===== src/rtl/cpu6502eu_pkg.sv =====
// Package for the 6502-style execute unit: operation codes, status flag
// bit positions and field widths. No dependencies.
package cpu6502eu_pkg;

  localparam int unsigned OpW   = 6;
  localparam int unsigned ByteW = 8;
  localparam int unsigned AddrW = 16;
  localparam int unsigned ExtW  = 2;

  // operation codes
  localparam logic [OpW-1:0] OpTax = 6'd0;
  localparam logic [OpW-1:0] OpTay = 6'd1;
  localparam logic [OpW-1:0] OpTxa = 6'd2;
  localparam logic [OpW-1:0] OpTya = 6'd3;
  localparam logic [OpW-1:0] OpTsx = 6'd4;
  localparam logic [OpW-1:0] OpTxs = 6'd5;
  localparam logic [OpW-1:0] OpPha = 6'd6;
  localparam logic [OpW-1:0] OpPhp = 6'd7;
  localparam logic [OpW-1:0] OpPla = 6'd8;
  localparam logic [OpW-1:0] OpPlp = 6'd9;
  localparam logic [OpW-1:0] OpAnd = 6'd10;
  localparam logic [OpW-1:0] OpEor = 6'd11;
  localparam logic [OpW-1:0] OpOra = 6'd12;
  localparam logic [OpW-1:0] OpBit = 6'd13;
  localparam logic [OpW-1:0] OpAdc = 6'd14;
  localparam logic [OpW-1:0] OpSbc = 6'd15;
  localparam logic [OpW-1:0] OpCmp = 6'd16;
  localparam logic [OpW-1:0] OpCpx = 6'd17;
  localparam logic [OpW-1:0] OpCpy = 6'd18;
  localparam logic [OpW-1:0] OpInc = 6'd19;
  localparam logic [OpW-1:0] OpInx = 6'd20;
  localparam logic [OpW-1:0] OpIny = 6'd21;
  localparam logic [OpW-1:0] OpDec = 6'd22;
  localparam logic [OpW-1:0] OpDex = 6'd23;
  localparam logic [OpW-1:0] OpDey = 6'd24;
  localparam logic [OpW-1:0] OpBcc = 6'd25;
  localparam logic [OpW-1:0] OpBcs = 6'd26;
  localparam logic [OpW-1:0] OpBeq = 6'd27;
  localparam logic [OpW-1:0] OpBmi = 6'd28;
  localparam logic [OpW-1:0] OpBne = 6'd29;
  localparam logic [OpW-1:0] OpBpl = 6'd30;
  localparam logic [OpW-1:0] OpBvc = 6'd31;
  localparam logic [OpW-1:0] OpBvs = 6'd32;
  localparam logic [OpW-1:0] OpClc = 6'd33;
  localparam logic [OpW-1:0] OpCld = 6'd34;
  localparam logic [OpW-1:0] OpCli = 6'd35;
  localparam logic [OpW-1:0] OpClv = 6'd36;
  localparam logic [OpW-1:0] OpSec = 6'd37;
  localparam logic [OpW-1:0] OpSed = 6'd38;
  localparam logic [OpW-1:0] OpSei = 6'd39;
  localparam logic [OpW-1:0] OpNop = 6'd40;

  // status bit positions: N V - B D I Z C
  localparam int unsigned FlC = 0;
  localparam int unsigned FlZ = 1;
  localparam int unsigned FlI = 2;
  localparam int unsigned FlD = 3;
  localparam int unsigned FlB = 4;
  localparam int unsigned FlV = 6;
  localparam int unsigned FlN = 7;

  localparam logic [ByteW-1:0] StackPage = 8'h01;  // high byte of stack slots

  localparam logic [ExtW-1:0] ExtNone  = 2'd0;
  localparam logic [ExtW-1:0] ExtTaken = 2'd1;
  localparam logic [ExtW-1:0] ExtPage  = 2'd2;

endpackage


===== src/rtl/cpu6502_execute_unit.sv =====
// Execute stage of a 6502-style processor: A, X, Y, SP and status registers,
// ALU, compares, stack push/pull and branch target logic. Uses cpu6502eu_pkg.
//
// One beat in gives one beat out. A beat is first captured in an input
// register; from there one pass of combinational logic (one 8-bit add or
// logic op with flag update, plus a 16-bit branch add) updates the register
// file and loads the result register. Throughput is one beat per cycle while
// the result side does not stall; a beat passes through the input register
// and then the result register before it is shown. The register file is
// updated when a beat moves from the input register to the result register,
// so the next beat always sees the state left by the previous one. Pushes
// report a write to 0x0100 + SP (pre-decrement), INC/DEC report a write to
// operand_address; pulls take their byte on operand_byte. ADC/SBC are
// binary only, D is just a stored bit. Branches treat operand_byte as a
// signed displacement from next_pc and report ExtTaken on extra_cycles when
// taken, ExtPage when the target is on another page. Codes above NOP act as NOP.
module cpu6502_execute_unit (
  input  logic                                   clk_i,
  input  logic                                   rst_ni,
  // input channel
  input  logic                                   in_valid_i,
  output logic                                   in_stall_o,
  input  logic [cpu6502eu_pkg::OpW-1:0]          operation_i,
  input  logic [cpu6502eu_pkg::ByteW-1:0]        operand_byte_i,
  input  logic [cpu6502eu_pkg::AddrW-1:0]        operand_address_i,
  input  logic [cpu6502eu_pkg::AddrW-1:0]        next_pc_i,
  // result channel
  output logic                                   out_valid_o,
  input  logic                                   out_stall_i,
  output logic [cpu6502eu_pkg::ByteW-1:0]        acc_out_o,
  output logic [cpu6502eu_pkg::ByteW-1:0]        x_out_o,
  output logic [cpu6502eu_pkg::ByteW-1:0]        y_out_o,
  output logic [cpu6502eu_pkg::ByteW-1:0]        sp_out_o,
  output logic [cpu6502eu_pkg::ByteW-1:0]        status_out_o,
  output logic                                   write_enable_o,
  output logic [cpu6502eu_pkg::AddrW-1:0]        write_address_o,
  output logic [cpu6502eu_pkg::ByteW-1:0]        write_data_o,
  output logic [cpu6502eu_pkg::AddrW-1:0]        pc_out_o,
  output logic [cpu6502eu_pkg::ExtW-1:0]         extra_cycles_o
);
  import cpu6502eu_pkg::*;

  // ---------------------------------------------------------------------
  // Flow control: input register feeds the result register.
  // ---------------------------------------------------------------------
  logic             s1_valid_q;
  logic [OpW-1:0]   s1_op_q;
  logic [ByteW-1:0] s1_m_q;
  logic [AddrW-1:0] s1_addr_q;
  logic [AddrW-1:0] s1_npc_q;

  logic out_free;   // result register can load this cycle
  logic s1_adv;     // beat in input register moves to result register
  logic in_acc;

  assign out_free   = !out_valid_o || !out_stall_i;
  assign s1_adv     = s1_valid_q && out_free;
  assign in_stall_o = s1_valid_q && !out_free;
  assign in_acc     = in_valid_i && !in_stall_o;

  always_ff @(posedge clk_i or negedge rst_ni) begin
    if (!rst_ni) begin
      s1_valid_q <= 1'b0;
    end else if (in_acc) begin
      s1_valid_q <= 1'b1;
    end else if (s1_adv) begin
      s1_valid_q <= 1'b0;
    end
  end

  always_ff @(posedge clk_i) begin
    if (in_acc) begin
      s1_op_q   <= operation_i;
      s1_m_q    <= operand_byte_i;
      s1_addr_q <= operand_address_i;
      s1_npc_q  <= next_pc_i;
    end
  end

  // ---------------------------------------------------------------------
  // Architectural registers
  // ---------------------------------------------------------------------
  logic [ByteW-1:0] a_q, a_d;
  logic [ByteW-1:0] x_q, x_d;
  logic [ByteW-1:0] y_q, y_d;
  logic [ByteW-1:0] sp_q, sp_d;
  logic [ByteW-1:0] p_q, p_d;

  // per-beat outputs
  logic             we_d;
  logic [AddrW-1:0] wa_d;
  logic [ByteW-1:0] wd_d;
  logic [AddrW-1:0] pc_d;
  logic [ExtW-1:0]  ext_d;

  // shared datapath pieces
  logic [ByteW:0]   sum9;       // ADC/SBC with carry out
  logic [ByteW-1:0] add_m;
  logic [ByteW-1:0] cmp_r;
  logic [ByteW:0]   cmp_diff;   // bit 8 set means borrow
  logic [ByteW-1:0] rmw;        // INC/DEC result
  logic [AddrW-1:0] br_target;
  logic             br_cond;
  logic             is_branch;
  logic [ByteW-1:0] zn_val;
  logic             set_zn;

  always_comb begin
    add_m = (s1_op_q == OpSbc) ? ~s1_m_q : s1_m_q;
    sum9  = {1'b0, a_q} + {1'b0, add_m} + {{ByteW{1'b0}}, p_q[FlC]};

    case (s1_op_q)
      OpCpx:   cmp_r = x_q;
      OpCpy:   cmp_r = y_q;
      default: cmp_r = a_q;
    endcase
    cmp_diff = {1'b0, cmp_r} - {1'b0, s1_m_q};

    rmw = (s1_op_q == OpInc) ? s1_m_q + 8'd1 : s1_m_q - 8'd1;

    br_target = s1_npc_q + {{(AddrW-ByteW){s1_m_q[ByteW-1]}}, s1_m_q};
  end

  always_comb begin
    a_d       = a_q;
    x_d       = x_q;
    y_d       = y_q;
    sp_d      = sp_q;
    p_d       = p_q;
    we_d      = 1'b0;
    wa_d      = '0;
    wd_d      = '0;
    is_branch = 1'b0;
    br_cond   = 1'b0;
    zn_val    = '0;
    set_zn    = 1'b0;

    case (s1_op_q)
      OpTax: begin x_d = a_q;  zn_val = a_q;  set_zn = 1'b1; end
      OpTay: begin y_d = a_q;  zn_val = a_q;  set_zn = 1'b1; end
      OpTxa: begin a_d = x_q;  zn_val = x_q;  set_zn = 1'b1; end
      OpTya: begin a_d = y_q;  zn_val = y_q;  set_zn = 1'b1; end
      OpTsx: begin x_d = sp_q; zn_val = sp_q; set_zn = 1'b1; end
      OpTxs: begin sp_d = x_q; end
      OpPha, OpPhp: begin
        we_d = 1'b1;
        wa_d = {StackPage, sp_q};
        if (s1_op_q == OpPha) begin
          wd_d = a_q;
        end else begin
          wd_d = p_q;
          wd_d[FlB] = 1'b1;   // pushed copy only
        end
        sp_d = sp_q - 8'd1;
      end
      OpPla: begin
        sp_d   = sp_q + 8'd1;
        a_d    = s1_m_q;
        zn_val = s1_m_q;
        set_zn = 1'b1;
      end
      OpPlp: begin
        sp_d = sp_q + 8'd1;
        p_d  = s1_m_q;
      end
      OpAnd: begin a_d = a_q & s1_m_q; zn_val = a_q & s1_m_q; set_zn = 1'b1; end
      OpEor: begin a_d = a_q ^ s1_m_q; zn_val = a_q ^ s1_m_q; set_zn = 1'b1; end
      OpOra: begin a_d = a_q | s1_m_q; zn_val = a_q | s1_m_q; set_zn = 1'b1; end
      OpBit: begin
        p_d[FlZ] = ((a_q & s1_m_q) == '0);
        p_d[FlV] = s1_m_q[6];
        p_d[FlN] = s1_m_q[7];
      end
      OpAdc, OpSbc: begin
        p_d[FlV] = ~(a_q[7] ^ add_m[7]) & (a_q[7] ^ sum9[7]);
        p_d[FlC] = sum9[ByteW];
        a_d      = sum9[ByteW-1:0];
        zn_val   = sum9[ByteW-1:0];
        set_zn   = 1'b1;
      end
      OpCmp, OpCpx, OpCpy: begin
        p_d[FlC] = ~cmp_diff[ByteW];
        zn_val   = cmp_diff[ByteW-1:0];
        set_zn   = 1'b1;
      end
      OpInc, OpDec: begin
        we_d   = 1'b1;
        wa_d   = s1_addr_q;
        wd_d   = rmw;
        zn_val = rmw;
        set_zn = 1'b1;
      end
      OpInx: begin x_d = x_q + 8'd1; zn_val = x_q + 8'd1; set_zn = 1'b1; end
      OpIny: begin y_d = y_q + 8'd1; zn_val = y_q + 8'd1; set_zn = 1'b1; end
      OpDex: begin x_d = x_q - 8'd1; zn_val = x_q - 8'd1; set_zn = 1'b1; end
      OpDey: begin y_d = y_q - 8'd1; zn_val = y_q - 8'd1; set_zn = 1'b1; end
      OpBcc: begin is_branch = 1'b1; br_cond = ~p_q[FlC]; end
      OpBcs: begin is_branch = 1'b1; br_cond =  p_q[FlC]; end
      OpBeq: begin is_branch = 1'b1; br_cond =  p_q[FlZ]; end
      OpBmi: begin is_branch = 1'b1; br_cond =  p_q[FlN]; end
      OpBne: begin is_branch = 1'b1; br_cond = ~p_q[FlZ]; end
      OpBpl: begin is_branch = 1'b1; br_cond = ~p_q[FlN]; end
      OpBvc: begin is_branch = 1'b1; br_cond = ~p_q[FlV]; end
      OpBvs: begin is_branch = 1'b1; br_cond =  p_q[FlV]; end
      OpClc: p_d[FlC] = 1'b0;
      OpCld: p_d[FlD] = 1'b0;
      OpCli: p_d[FlI] = 1'b0;
      OpClv: p_d[FlV] = 1'b0;
      OpSec: p_d[FlC] = 1'b1;
      OpSed: p_d[FlD] = 1'b1;
      OpSei: p_d[FlI] = 1'b1;
      OpNop: ;
      default: ;  // unused codes behave as NOP
    endcase

    if (set_zn) begin
      p_d[FlZ] = (zn_val == '0);
      p_d[FlN] = zn_val[ByteW-1];
    end

    // branch resolution: ExtTaken when taken, ExtPage on a page change
    if (is_branch && br_cond) begin
      pc_d  = br_target;
      ext_d = (br_target[AddrW-1:ByteW] != s1_npc_q[AddrW-1:ByteW]) ? ExtPage : ExtTaken;
    end else begin
      pc_d  = s1_npc_q;
      ext_d = ExtNone;
    end
  end

  always_ff @(posedge clk_i or negedge rst_ni) begin
    if (!rst_ni) begin
      a_q  <= '0;
      x_q  <= '0;
      y_q  <= '0;
      sp_q <= '0;
      p_q  <= '0;
    end else if (s1_adv) begin
      a_q  <= a_d;
      x_q  <= x_d;
      y_q  <= y_d;
      sp_q <= sp_d;
      p_q  <= p_d;
    end
  end

  // ---------------------------------------------------------------------
  // Result register
  // ---------------------------------------------------------------------
  logic out_valid_q;

  always_ff @(posedge clk_i or negedge rst_ni) begin
    if (!rst_ni) begin
      out_valid_q <= 1'b0;
    end else if (out_free) begin
      out_valid_q <= s1_valid_q;
    end
  end

  always_ff @(posedge clk_i) begin
    if (s1_adv) begin
      acc_out_o       <= a_d;
      x_out_o         <= x_d;
      y_out_o         <= y_d;
      sp_out_o        <= sp_d;
      status_out_o    <= p_d;
      write_enable_o  <= we_d;
      write_address_o <= wa_d;
      write_data_o    <= wd_d;
      pc_out_o        <= pc_d;
      extra_cycles_o  <= ext_d;
    end
  end

  assign out_valid_o = out_valid_q;

endmodule


===== config.mk =====
export PLATFORM = sky130hd
export DESIGN_NAME = cpu6502_execute_unit
export DESIGN_NICKNAME = d
export VERILOG_FILES = /design/src/rtl/cpu6502eu_pkg.sv /design/src/rtl/cpu6502_execute_unit.sv
export SDC_FILE = /design/constraint.sdc
export NUM_CORES = 1
export LEC_CHECK = 0
export BUFFER_PORTS_ARGS = -buffer_cell sky130_fd_sc_hd__buf_2
export CORE_ASPECT_RATIO = 1.2
export CORE_MARGIN = 2
export CORE_UTILIZATION = 25
export DETAILED_ROUTE_END_ITERATION = 6
export GPL_TIMING_DRIVEN = 0
export PLACE_DENSITY = 0.5
export SYNTH_ARGS = -nofsm -noshare
export SYNTH_HDL_FRONTEND = slang
export SYNTH_SLANG_ARGS = --single-unit

===== constraint.sdc =====
create_clock -name clk_i -period 4 [get_ports clk_i]
set_clock_uncertainty 0.05 [all_clocks]
set_input_delay 1.2 -clock clk_i [delete_from_list [all_inputs] [get_ports clk_i]]
set_output_delay 1.2 -clock clk_i [all_outputs]
set_load 0.1 [all_outputs]

# [Word-level counts from Yosys, hierarchy flattened]
# Index checks and enable logic that the tools add are counted.
[op_classes] n_mux=28 reduce_logical=23 n_lt_le_gt_ge=0 mul=0 addsub=12 n_shift=0 div_mod_pow=0 bitwise_logic=13 eq_ne=40
[op_table] cell="8-bit one-hot mux with 15 select lines" n=1
[op_table] cell="6-bit by 5-bit == test with 1-bit output (second input constant)" n=16
[op_table] cell="8-bit one-hot mux with 7 select lines" n=1
[op_table] cell="6-bit by 4-bit == test with 1-bit output (second input constant)" n=8
[op_table] cell="6-bit == test (second input constant)" n=8
[op_table] cell="8-bit one-hot mux with 3 select lines" n=2
[op_table] cell="8-bit by 1-bit adder with 8-bit output (second input constant)" n=4
[op_table] cell="16-bit one-hot mux with 2 select lines" n=1
[op_table] cell="8-bit one-hot mux with 2 select lines" n=2
[op_table] cell="8-bit one-hot mux with 4 select lines" n=1
[op_table] cell="8-bit by 1-bit subtractor with 8-bit output (second input constant)" n=4
[op_table] cell="6-bit by 3-bit == test with 1-bit output (second input constant)" n=4
[op_table] cell="8-bit two-way mux" n=3
[op_table] cell="20-bit OR reduction" n=1
[op_table] cell="16-bit adder" n=1
[op_table] cell="8-bit logical NOT" n=2
[op_table] cell="16-bit two-way mux" n=1
[op_table] cell="6-bit by 2-bit == test with 1-bit output (second input constant)" n=2
[op_table] cell="2-bit OR reduction" n=6
[op_table] cell="8-bit by 8-bit adder with 9-bit output" n=1
[op_table] cell="9-bit by 1-bit adder with 9-bit output" n=1
[op_table] cell="1-bit one-hot mux with 3 select lines" n=3
[op_table] cell="8-bit by 8-bit subtractor with 9-bit output" n=1
[op_table] cell="8-bit AND" n=1
[op_table] cell="other kinds (21)" n=41
[totals] reg_bits=171 latch_bits=0 mem_bits_ro=0 elab_cells=137 mem_count=0 ramBits=0 input_bits=50

# [Depth between registers and ports, before layout]
# Gate-level depths: netlist (run 1).
[logic_depth] ltp_word=7 depth_mapped=19 mapped_depth_nobuf=15

# [Least setup slack after synthesis (run 1)]
# No wires, ideal clock.
[synth_timing] path_type="input port to flip-flop" startpoint="input out_stall_i" endpoint="register acc_out_o[0] (netlist name), enable pin" path_buffers=1 t_arrival_ps=3995 path_stages=4 slack_ps=-524 t_required_ps=3471 path_cell_list="nand2_1 -> nand2_1 -> inv_2 -> buf_1"
[synth_between] elab_chain_cells=3
[synth_lines] item="from (decl)" line="cpu6502_execute_unit.sv:29" text="input logic out_stall_i,"
[synth_lines] item="1-bit logical NOT" line="cpu6502_execute_unit.sv:56" text="assign out_free = !out_valid_o || !out_stall_i;"
[synth_lines] item="1-bit logical OR" line="cpu6502_execute_unit.sv:56"
[synth_lines] item="1-bit logical AND" line="cpu6502_execute_unit.sv:57" text="assign s1_adv = s1_valid_q && out_free;"
[synth_lines] item="via s1_adv" line="cpu6502_execute_unit.sv:53" text="logic s1_adv;"
[synth_lines] item="to (signal assigned)" line="cpu6502_execute_unit.sv:262" text="acc_out_o <= a_d;"
[synth_lines] item="to (decl)" line="cpu6502_execute_unit.sv:30" text="output logic [cpu6502eu_pkg::ByteW-1:0] acc_out_o,"
# The timed path passes the listed nets, and every way through them passes these cells.
# A chain may end at the register's enable or synchronous reset.

# [Final worst setup path (run 1)]
[layout_timing] startpoint="register s1_op_q[5]" endpoint="register status_out_o[0] (netlist name) (data pin)"
[layout_between] elab_chain_cells=5 word_cells_on_any_way=17
[layout_lines] item="from (decl)" line="cpu6502_execute_unit.sv:47" text="logic [OpW-1:0] s1_op_q;"
[layout_lines] item="from (signal assigned)" line="cpu6502_execute_unit.sv:73" text="s1_op_q <= operation_i;"
[layout_lines] item="6-bit by 4-bit == test with 1-bit output / 6-bit by 5-bit == test with 1-bit output (equally long branches)" line="cpu6502_execute_unit.sv:109, cpu6502_execute_unit.sv:138, cpu6502_execute_unit.sv:112"
[layout_lines] item="8-bit two-way mux / 8-bit one-hot mux with 2 select lines (equally long branches)" line="cpu6502_execute_unit.sv:109, cpu6502_execute_unit.sv:112"
[layout_lines] item="8-bit by 8-bit adder with 9-bit output / 8-bit by 8-bit subtractor with 9-bit output (equally long branches)" line="cpu6502_execute_unit.sv:110, cpu6502_execute_unit.sv:117"
[layout_lines] item="9-bit by 1-bit adder with 9-bit output / 1-bit NOT (equally long branches)" line="cpu6502_execute_unit.sv:110, cpu6502_execute_unit.sv:182"
[layout_lines] item="1-bit one-hot mux with 5 select lines *" line="cpu6502_execute_unit.sv:138" text="case (s1_op_q)"
[layout_lines] item="via p_d[0]" line="cpu6502_execute_unit.sv:87" text="logic [ByteW-1:0] p_q, p_d;"
[layout_lines] item="to (signal assigned)" line="cpu6502_execute_unit.sv:266" text="status_out_o <= p_d;"
[layout_lines] item="to (decl)" line="cpu6502_execute_unit.sv:34" text="output logic [cpu6502eu_pkg::ByteW-1:0] status_out_o,"
# The timed path passes the listed nets; every way through them passes the cells marked *.

==> metrics.md, run 1 <==
| Metric | Value |
|---|---|
| Fin. max-slew vios | 0 |
| FFs w/ async S/R, synth | 24.56% |
| GPL Wtd Cong | 0.9318 |
| Arr. time, crit path | 4.26 ns |
| Fillcell total | 4590 |
| Top-area cell type share of the netlist area | 35.36% |
| Crit. End Element | flip-flop |
| Hold WC Path Type | reg2reg |
| Setup ws final | -0.09683 ns |
| Fin Setup TNS | -0.2817 ns |
| Drt via density | 5.250 |
| Clock sink total | 171 |
| Crit path kind | reg2reg |
| Synth warn | 0 |
| Post-DP HPWL | 29240 um |
| First-pass GRT wire length | 59580 um |
| Power Total | 8061 uW |
| Synthesized area per cell | 9.978 sq um |
| Grt total ovfl | 0 |
| Worst slew margin | 21.10% |
| Post-Route WL | 39310 um |
| Die area | 45520 sq um |
| Startpoint types | flip-flop |
| Total GRT Usage | 17.47% |
| Synth area leaders | edfxtp_1, dfrtp_1, ha_1 |
| Worst Hold Launch | p_q[4] |
| Fmax | 244.1 MHz |
| Initial Util | 25.18% |
| Post-synthesis sequential element count | 171 |
| Share of layout cells above drive strength 1 | 21.17% |
| Root Buffer Master | clkbuf_16 |
| Routed Antenna Nets | 0 |
| Final period util | 102.4% |
| Post-synth EDFFs | 129 |
| Ys flop type | edfxtp_1 |
| Finished Layout Cells | 1839 |
| Nets | 1386 |
| Initial antenna violation count | 0 |
| Syn nets | 1217 |
| Clock latency on the worst-skew pair | 0.47 ns |
| Wire length per cell | 21.37 um |
| Worst slew pin tran | 1.184 ns |
| Clk buf depth | 2 |
| Post-Syn Area | 10960 sq um |
| Die Wd | 195.1 um |
| WP data required | 4.16 ns |
| Area delta synth->final | 22.59% |
| I/O Buffers | 134 |
| Sequential element share of the synthesized area | 44.95% |
| Cell accounting for the most synthesized area | edfxtp_1 |
| DRC violations left | 0 |
| Commonest cells in the netlist | nand2_1, edfxtp_1, o21ai_0, ha_1, nor2_1 |
| Core Area | 43510 sq um |
| Placed inst area | 12410 sq um |
| CTS Buf Count | 17 |
| # setup viols final | 3 |
| Power Dens Cells | 600.2 nW/um^2 |
| Row cnt | 84 |
| Vias in the first global route | 9519 |
| Status | complete, but fails checks |
| Pin count of the biggest net entering global routing | 52 |
| Failing checks | negative setup slack |
| Antenna cells | 0 |
| CP max FO | 9 |
| P_leak | 0.005474 uW |
| Design Area, Final | 13430 sq um |
| Crit path launch | s1_op_q[5] |
| Placed cell count | 1793 |
| CTS tree | done |
| Count leader, synth | nand2_1 |
| Mapped Cells | 1098 |
| Worst VDD drop | 0.2342 mV |
| Via Count | 9654 |
| I/O Pins | 135 |
| Period minus WS final | 4.097 ns |
| Yosys cell types | 76 |
| Max cap viols | 0 |
| Final Util | 30.87% |
| CTS Hold Bufs | 0 |
| Die Y-Extent | 233.3 um |
| Unrepaired setup endpoints after global routing | yes |
| DRT iter0 DRCs | 693 |
| 1st-pass router iterations | 5 |
| Fin. Hold Viols | 0 |
| H-tree Lvls | 4 |
| Reg clk slew, reported paths | 0.07 ns |
| R2R Path Start | s1_op_q[5] |
## sequential cells by signal, summed over array words and instances, names as in the netlist, 16 cells and up
register	count
s1_addr_q	16
write_address_o	16
pc_out_o	16
s1_npc_q	16
## power by group
group / internal (uW) / leakage [uW] / switching, uW / total, uW
Combinational: 1060 / 0.00338 / 2490 / 3550
Clock: 1010 / 0.000306 / 803 / 1810
Sequential: 2310 / 0.00179 / 395 / 2700
Total: 4380 / 0.00547 / 3690 / 8060
## kinds of logic (layout without fill, tap and decap cells)
group	Yosys count	count (layout)	synth area share [%]
AND/OR/NAND/NOR	378	378	17.12
AO/OA/AOI/OAI	305	305	19.42
flip-flops	171	171	44.95
buffers and inverters	104	286	3.951
adder cells (fa/ha/maj)	69	69	8.292
XOR/XNOR	53	53	4.511
multiplexers	18	18	1.759
## path summary, 6_finish.rpt
check,cells after the start,to,slack (ns)
max in group asynchronous,1,a_q[6],2.24
hold / removal,2,p_q[4],0.44
setup / recovery,17,status_out_o[0],-0.1
hold reg to reg,2,p_q[4],0.44
min in group asynchronous,1,x_q[2],0.93
setup reg to reg,17,status_out_o[0],-0.1
## layout make-up
cell class              count  area (sq um)  share of cell area (%)
flip-flops and latches    171          4925                   36.67
plain buffers              59         330.3                   2.459
well taps                 559         699.4                   5.208
clock buffers              17         425.4                   3.168
inverters                  43         161.4                   1.202
multi-input cells         823          5848                   43.54
clock inverters            15         202.7                   1.509
repair buffers            152         838.3                   6.242
## metrics by stage
stage	setup slack [ns]	hold WS, ns
4_1_cts	-0.5024	0.4479
3_5_place_dp	-1.388	0.4295
3_3_place_gp	-1.378	0.4100
6_report	-0.09683	0.4423
5_1_grt	-0.2941	0.4602
2_1_floorplan	0.003959	0.3918
## what timing repair did
action,in CTS,in global routing
gates resized for setup,40,35
setup buffers,8,8
pin swaps,12,13
gates cloned,0,0
endpoints found under the setup margin,20,13
## routing by layer
layer | vias to the layer above | routed length, um | global-route usage (%)
met3 | 82 | 2149 | 2.844
met1 | 4769 | 16600 | 22.04
met2 | 339 | 18990 | 29.21
met4 | 0 | 1566 | 8.302
li1 | 4464 | - | -
met5 | - | 0 | 0
## cell usage in the layout (no fill, tap or decap), types with 9 or more instances in the layout
cell | netlist | final
buf_2 | 9 | 139
nand2_1 | 140 | 139
edfxtp_1 | 129 | 129
o21ai_0 | 76 | 72
ha_1 | 63 | 62
nor2_1 | 61 | 58
dfrtp_1 | 42 | 42
inv_1 | 42 | 39
a21oi_1 | 41 | 38
clkbuf_1 | 37 | 33
nand3_1 | 33 | 33
a21o_1 | 30 | 30
xnor2_1 | 28 | 27
nor3_1 | 32 | 26
xor2_1 | 23 | 23
buf_4 | 4 | 21
a22oi_1 | 19 | 19
clkbuf_16 | 0 | 18
a221o_1 | 17 | 17
a22o_1 | 17 | 17
o22ai_1 | 16 | 15
and2_1 | 14 | 13
nand2b_1 | 11 | 11
mux2_2 | 10 | 10
nand4_1 | 9 | 9
nor2b_1 | 12 | 9
a221oi_1 | 9 | 9
## critical path, cell delays in order, from the launching register on
cell and delay (ns):
edfxtp_1 0.40, buf_6 0.15, or4b_4 0.59, buf_4 0.21, o21ai_0 0.14, o21ai_0 0.11, o22ai_1 0.18, a21oi_2 0.10
fa_2 0.38, a21o_1 0.19, o21ba_4 0.21, o22ai_4 0.13, buf_4 0.15, nor2b_1 0.04, o21a_1 0.17, o21ai_2 0.18
o211ai_1 0.17, mux2_2 0.30
No activity file was read; power rests on OpenSTA's default activity.
==> run 2: changes to the inputs <==
--- a/config.mk
+++ b/config.mk
@@ -8,10 +8,10 @@
 export BUFFER_PORTS_ARGS = -buffer_cell sky130_fd_sc_hd__buf_2
 export CORE_ASPECT_RATIO = 1.2
 export CORE_MARGIN = 2
-export CORE_UTILIZATION = 25
+export CORE_UTILIZATION = 54
 export DETAILED_ROUTE_END_ITERATION = 6
 export GPL_TIMING_DRIVEN = 0
-export PLACE_DENSITY = 0.5
+export PLACE_DENSITY = 0.86
 export SYNTH_ARGS = -nofsm -noshare
 export SYNTH_HDL_FRONTEND = slang
 export SYNTH_SLANG_ARGS = --single-unit
==> run 2 against run 1 <==
- the run ends with design-rule violations, negative setup slack left
- register-to-register slack got worse by 0.13 ns
- cell area decreased by 2.9%
- first-iteration DRC count up 78%
- setup slack lost 0.13 ns
- count of clock-buffer cells in the layout unchanged
- sequential share of layout area grew 1.1 points
- global-route usage is 15 points higher
- highest routed layer unchanged
- critical path depth grew 1
- largest cell class unchanged
==> metrics.md, run 2 (synthesis gave the netlist of run 1 again) <==
| Metric | Value |
|---|---|
| Area delta synth->final | 19.07% |
| Crit path kind | reg2reg |
| Die Wd | 134.0 um |
| Arr. time, crit path | 4.47 ns |
| CP bufs+invs | 4 |
| I/O Buffers | 134 |
| Most common cell after layout, fill and taps aside | nand2_1 |
| Finished Layout Cells | 1547 |
| P_leak | 0.005477 uW |
| Slowest cell on the critical path | or4b_4 |
| Clk buf depth | 2 |
| Total GRT Usage | 31.99% |
| Crit. End Element | flip-flop |
| CTS Hold Bufs | 0 |
| Share of layout cells above drive strength 1 | 21.53% |
| Final Util | 64.86% |
| Nets | 1389 |
| Crit-path cells | buf_6 -> buf_8 -> or4b_4 -> clkbuf_16 -> nor3_4 -> o21ai_2 -> o311ai_4 -> ha_2 -> inv_2 -> fa_2 -> a21o_1 -> o21ba_4 -> o22ai_4 -> nor3_4 -> or4_4 -> nor4_4 -> nand4_1 -> nor2_2 |
| Largest delay contributor family on the critical path | simple AND/OR/NAND/NOR gates |
| Clock latency on the worst-skew pair | 0.44 ns |
| Root Buffer Master | clkbuf_16 |
| Grt total ovfl | 0 |
| WP data required | 4.24 ns |
| Fin. Hold Viols | 0 |
| Fmax | 236.4 MHz |
| Die Y-Extent | 160.0 um |
| Reg clk slew, reported paths | 0.07 ns |
| Routed Antenna Nets | 0 |
| CP max FO | 10 |
| CP most frequent cell | nor3_4 |
| Worst Hold Launch | s1_valid_q |
| Antenna cells | 0 |
| Pin count of the biggest net entering global routing | 50 |
| CP peak stage delay | 0.51 ns |
| FF-to-FF path depth | 18 |
| DRC violations left | 1 |
| Initial antenna violation count | 0 |
| Period minus WS final | 4.230 ns |
| Worst reg2reg path endpoint | status_out_o[1] |
| R2R Path Start | s1_op_q[4] |
| Failing checks | design-rule violations, negative setup slack |
| Commonest non-fill, non-tap cells in the layout | nand2_1, buf_2, edfxtp_1 |
| H-tree Lvls | 4 |
| Hold WC Path Type | reg2reg |
| Fin. max-slew vios | 0 |
| Worst slew margin | 15.12% |
| Initial Util | 54.47% |
| First-pass GRT wire length | 52680 um |
| Fin Setup TNS | -0.7698 ns |
| CTS Buf Count | 17 |
| Final period util | 105.8% |
| Max cap viols | 0 |
| Via Count | 10.01k |
| Post-DP HPWL | 24640 um |
| Wire length per cell | 22.38 um |
| Core Area | 20110 sq um |
| Status | complete, but fails checks |
| DRT iter0 DRCs | 1233 |
| Power Dens Cells | 607.3 nW/um^2 |
| Unrepaired setup endpoints after global routing | yes |
| Startpoint types | flip-flop |
| Post-Route WL | 34620 um |
| Setup ws final | -0.2302 ns |
| Hold Path Depth | 1 |
| GPL Wtd Cong | 0.9911 |
| CTS tree | done |
| # setup viols final | 5 |
| Clock sink total | 171 |
| Drt via density | 6.472 |
| I/O Pins | 135 |
| Placed cell count | 1499 |
| Hold path endpoint | out_valid_o |
| Row cnt | 57 |
| Die area | 21450 sq um |
| Worst VDD drop | 0.3276 mV |
| Vias in the first global route | 9588 |
| 1st-pass router iterations | 7 |
| R2R Setup Slk | -0.23 ns |
| Worst slew pin tran | 1.262 ns |
run 2: changes by cell type in the layout (fill, tap and decap cells not counted), moves of 2 or more:
| cell | before | now |
|---|---|---|
| nor2b_4 | 0 | 2 |
| inv_6 | 6 | 2 |
| bufinv_16 | 3 | 1 |
| buf_4 | 21 | 25 |
| clkinv_8 | 1 | 3 |
run 2: worst max path at each step:
stage / startpoint / to / slack, ns / cells past startpoint
2_1_floorplan: s1_op_q[2] / p_q[1] / 0.004 / 19
3_3_place_gp: s1_op_q[0] / status_out_o[1] / -1.22 / 15
3_5_place_dp: s1_op_q[0] / status_out_o[1] / -1.24 / 15
4_1_cts: s1_op_q[2] / p_q[1] / -0.49 / 19
5_1_grt: s1_op_q[4] / status_out_o[0] / -0.28 / 19
6_report: s1_op_q[4] / status_out_o[1] / -0.23 / 18
run 2: metrics by stage:
stage                     power, uW  setup slack, ns  hold WS (ns)  cell area [sq um]
after detailed placement       5973           -1.241        0.4386              12040
after global placement         5904           -1.223        0.4067              12000
after global routing           8222          -0.2772        0.4904              13050
final                          7922          -0.2302        0.4624              13050
after CTS                      7748          -0.4871        0.4599              12880
after floorplan                5147         0.003959        0.3918              11000
run 2: layer usage:
layer	share of wire (%)	vias up	global-route usage (%)
li1	-	4472	-
met1	38	4734	40.65
met2	47	665	51.89
met3	9.1	141	6.127
met4	5.5	0	16.99
met5	0	-	0
run 2: power breakdown:
part           internal, uW  total [uW]  switching [uW]
logic                  1090        3560            2470
registers              2310        2680             372
clock network           885        1690             803
run 2: timing repair:
action	4_1_cts	5_1_grt
buffers inserted	12	8
pin swaps	14	16
gates resized for setup	38	41
endpoints found under the setup margin	17	14
run 2: worst register-to-register path, cell delays in order (launching register included):
cell and delay (ns):
edfxtp_1 0.35, buf_6 0.15, buf_8 0.13, or4b_4 0.51, clkbuf_16 0.19, nor3_4 0.12
o21ai_2 0.09, o311ai_4 0.12, ha_2 0.24, inv_2 0.04, fa_2 0.36, a21o_1 0.19
o21ba_4 0.21, o22ai_4 0.15, nor3_4 0.07, or4_4 0.46, nor4_4 0.16, nand4_1 0.28
nor2_2 0.22
run 2: cell type report:
| class | count | area, sq um |
|---|---|---|
| fill | 1612 | 7067 |
| multi-input combinational | 823 | 5856 |
| sequential | 171 | 4925 |
| timing repair buffer | 156 | 864.6 |
| clock buffer | 17 | 425.4 |
| tap | 265 | 331.6 |
| buffer | 58 | 317.8 |
| clock inverter | 14 | 163.9 |
| inverter | 43 | 161.4 |
==> run 3: changes to the inputs <==
--- a/config.mk
+++ b/config.mk
@@ -8,10 +8,11 @@
 export BUFFER_PORTS_ARGS = -buffer_cell sky130_fd_sc_hd__buf_2
 export CORE_ASPECT_RATIO = 1.2
 export CORE_MARGIN = 2
-export CORE_UTILIZATION = 54
+export CORE_UTILIZATION = 55
+export CTS_BUF_LIST = sky130_fd_sc_hd__clkbuf_8
 export DETAILED_ROUTE_END_ITERATION = 6
 export GPL_TIMING_DRIVEN = 0
-export PLACE_DENSITY = 0.86
+export PLACE_DENSITY = 0.81
 export SYNTH_ARGS = -nofsm -noshare
 export SYNTH_HDL_FRONTEND = slang
 export SYNTH_SLANG_ARGS = --single-unit
==> run 3 against run 2 <==
- the run ends with negative setup slack left
- count of clock-buffer cells in the layout unchanged
- sequential share of layout area up 0.57 points
- sequential cell count unchanged
- setup slack got worse by 0.050 ns
- cell count decreased by 0.39%
- first-iteration DRC count shrank 4.7%
- wire length shrank 1.6%
- sequential power is essentially flat
- fmax is 1.2% lower
- non-clock buffer count shrank 4
- core utilization increased by 0.88 points
- critical endpoint is now p_q[1]
- largest power group unchanged
==> metrics.md, run 3 (synthesis gave the netlist of run 1 again) <==
| Metric | Value |
|---|---|
| Status | complete, but fails checks |
| Failing checks | negative setup slack |
| Power Total | 7459 uW |
| Total GRT Usage | 32.47% |
| DRT iter0 DRCs | 1175 |
| Vias in the first global route | 9310 |
| Worst slew margin | 10.01% |
| Die Y-Extent | 158.6 um |
| Commonest non-fill, non-tap cells in the layout | buf_2, nand2_1, edfxtp_1 |
| Startpoint types | flip-flop |
| Crit path kind | reg2reg |
| Die Wd | 132.8 um |
| I/O Buffers | 134 |
| First-pass GRT wire length | 51910 um |
| Core Area | 19550 sq um |
| Pin count of the biggest net entering global routing | 66 |
| Wire length per cell | 22.11 um |
| Die area | 21070 sq um |
| Final Util | 65.74% |
| Setup ws final | -0.2805 ns |
| Final hold slack | 0.4604 ns |
| Fin. max-slew vios | 0 |
| Worst slew pin tran | 1.338 ns |
| P_leak | 0.005382 uW |
| Initial antenna violation count | 1 |
| WP data required | 4.35 ns |
| Clock latency on the worst-skew pair | 0.49 ns |
| 1st-pass router iterations | 6 |
| Worst VDD drop | 0.2924 mV |
| Routed Antenna Nets | 0 |
| Clock sink total | 171 |
| Share of layout cells above drive strength 1 | 21.19% |
| Post-Route WL | 34070 um |
| Root Buffer Master | clkbuf_8 |
| CTS Buf Count | 17 |
| Max cap viols | 0 |
| # setup viols final | 5 |
| Placed inst area | 12040 sq um |
| Nets | 1385 |
| Design Area, Final | 12850 sq um |
| R2R Setup Slk | -0.28 ns |
| Row cnt | 56 |
| Post-DP HPWL | 24480 um |
| Clk buf depth | 2 |
| Period minus WS final | 4.280 ns |
| Final period util | 107.0% |
| Fillcell total | 1563 |
| CTS tree | done |
| GPL Wtd Cong | 1.009 |
| CP peak stage delay | 0.44 ns |
| I/O Pins | 135 |
| Area delta synth->final | 17.30% |
| Crit-path cells | buf_6 -> buf_2 -> nor2b_2 -> and3_4 -> nand2_8 -> xnor2_2 -> fa_2 -> fa_2 -> nor2b_2 -> o31a_1 -> a211oi_1 -> a2111oi_4 -> nand4b_1 -> nor4_4 -> nand4_1 -> o31ai_2 |
| Reg clk slew, reported paths | 0.12 ns |
| Via Count | 9911 |
| Grt total ovfl | 0 |
| Most common cell after layout, fill and taps aside | buf_2 |
| Crit. End Element | flip-flop |
| H-tree Lvls | 4 |
| Fmax | 233.6 MHz |
| Slowest cell on the critical path | edfxtp_1 |
| CP max FO | 10 |
| DRC violations left | 0 |
| Hold WC Path Type | reg2reg |
| Initial Util | 56.04% |
| Unrepaired setup endpoints after global routing | yes |
| Fin. Hold Viols | 0 |
| Arr. time, crit path | 4.63 ns |
| Setup slack at placement | -1.327 ns |
| Power Dens Cells | 580.4 nW/um^2 |
| Drt via density | 6.432 |
## run 3: metal layers
layer / part of all wire (%) / global-route usage, % / wire length [um] / vias up
met5: 0 / 0 / 0 / -
met4: 5.6 / 16.95 / 1921 / 0
met3: 8.7 / 5.954 / 2978 / 128
met2: 47 / 54.31 / 16070 / 580
met1: 38 / 40.51 / 13100 / 4742
li1: - / - / - / 4461
## run 3: report_power, final
part / leakage (uW) / switching (uW) / internal (uW)
clock: 0.000210 / 794 / 488
combinational: 0.00338 / 2440 / 1060
sequential: 0.00179 / 372 / 2300
total: 0.00538 / 3610 / 3850
## run 3: final cells by class
class	instances	area [sq um]	area share [%]
multi-input cells	823	5861	45.60
repair buffers	152	845.8	6.582
clock buffers	17	234.0	1.821
diodes	1	2.502	0.01947
flip-flops and latches	171	4925	38.32
clock inverters	15	186.4	1.451
inverters	43	161.4	1.256
plain buffers	58	309.0	2.405
well taps	261	326.6	2.541
## run 3: repair_timing
action / 4_1_cts / 5_1_grt
endpoints found under the setup margin: 16 / 12
pin swaps: 13 / 23
endpoints found under the hold margin: 0 / 0
gates resized for setup: 35 / 41
buffers inserted: 12 / 5
hold buffers: 0 / 0
cloned: 0 / 0
## run 3: worst max-delay path: cells and delay by family, from the launching register on
kind / cells / cell delay, ns
adder cells (fa/ha/maj): 2 / 0.80
AO/OA/AOI/OAI: 4 / 0.96
buffers and inverters: 2 / 0.33
AND/OR/NAND/NOR: 7 / 1.43
XOR/XNOR: 1 / 0.18
flip-flops: 1 / 0.44
## run 3: per-stage QoR
step | instances | TNS, ns
3_5_place_dp | 1495 | -8.548
2_1_floorplan | 1098 | 0
6_report | 1541 | -0.9351
3_3_place_gp | 1493 | -19.05
4_1_cts | 1538 | -1.975
5_1_grt | 1541 | -1.433
## run 3: path summary, 6_finish.rpt
path,start,cells after the start,to
setup / recovery,s1_op_q[5],16,p_q[1]
setup reg to reg,s1_op_q[5],16,p_q[1]
max in group asynchronous,rst_ni,1,sp_q[1]
min in group asynchronous,rst_ni,1,a_q[3]
hold reg to reg,p_q[4],2,p_q[4]
hold / removal,p_q[4],2,p_q[4]
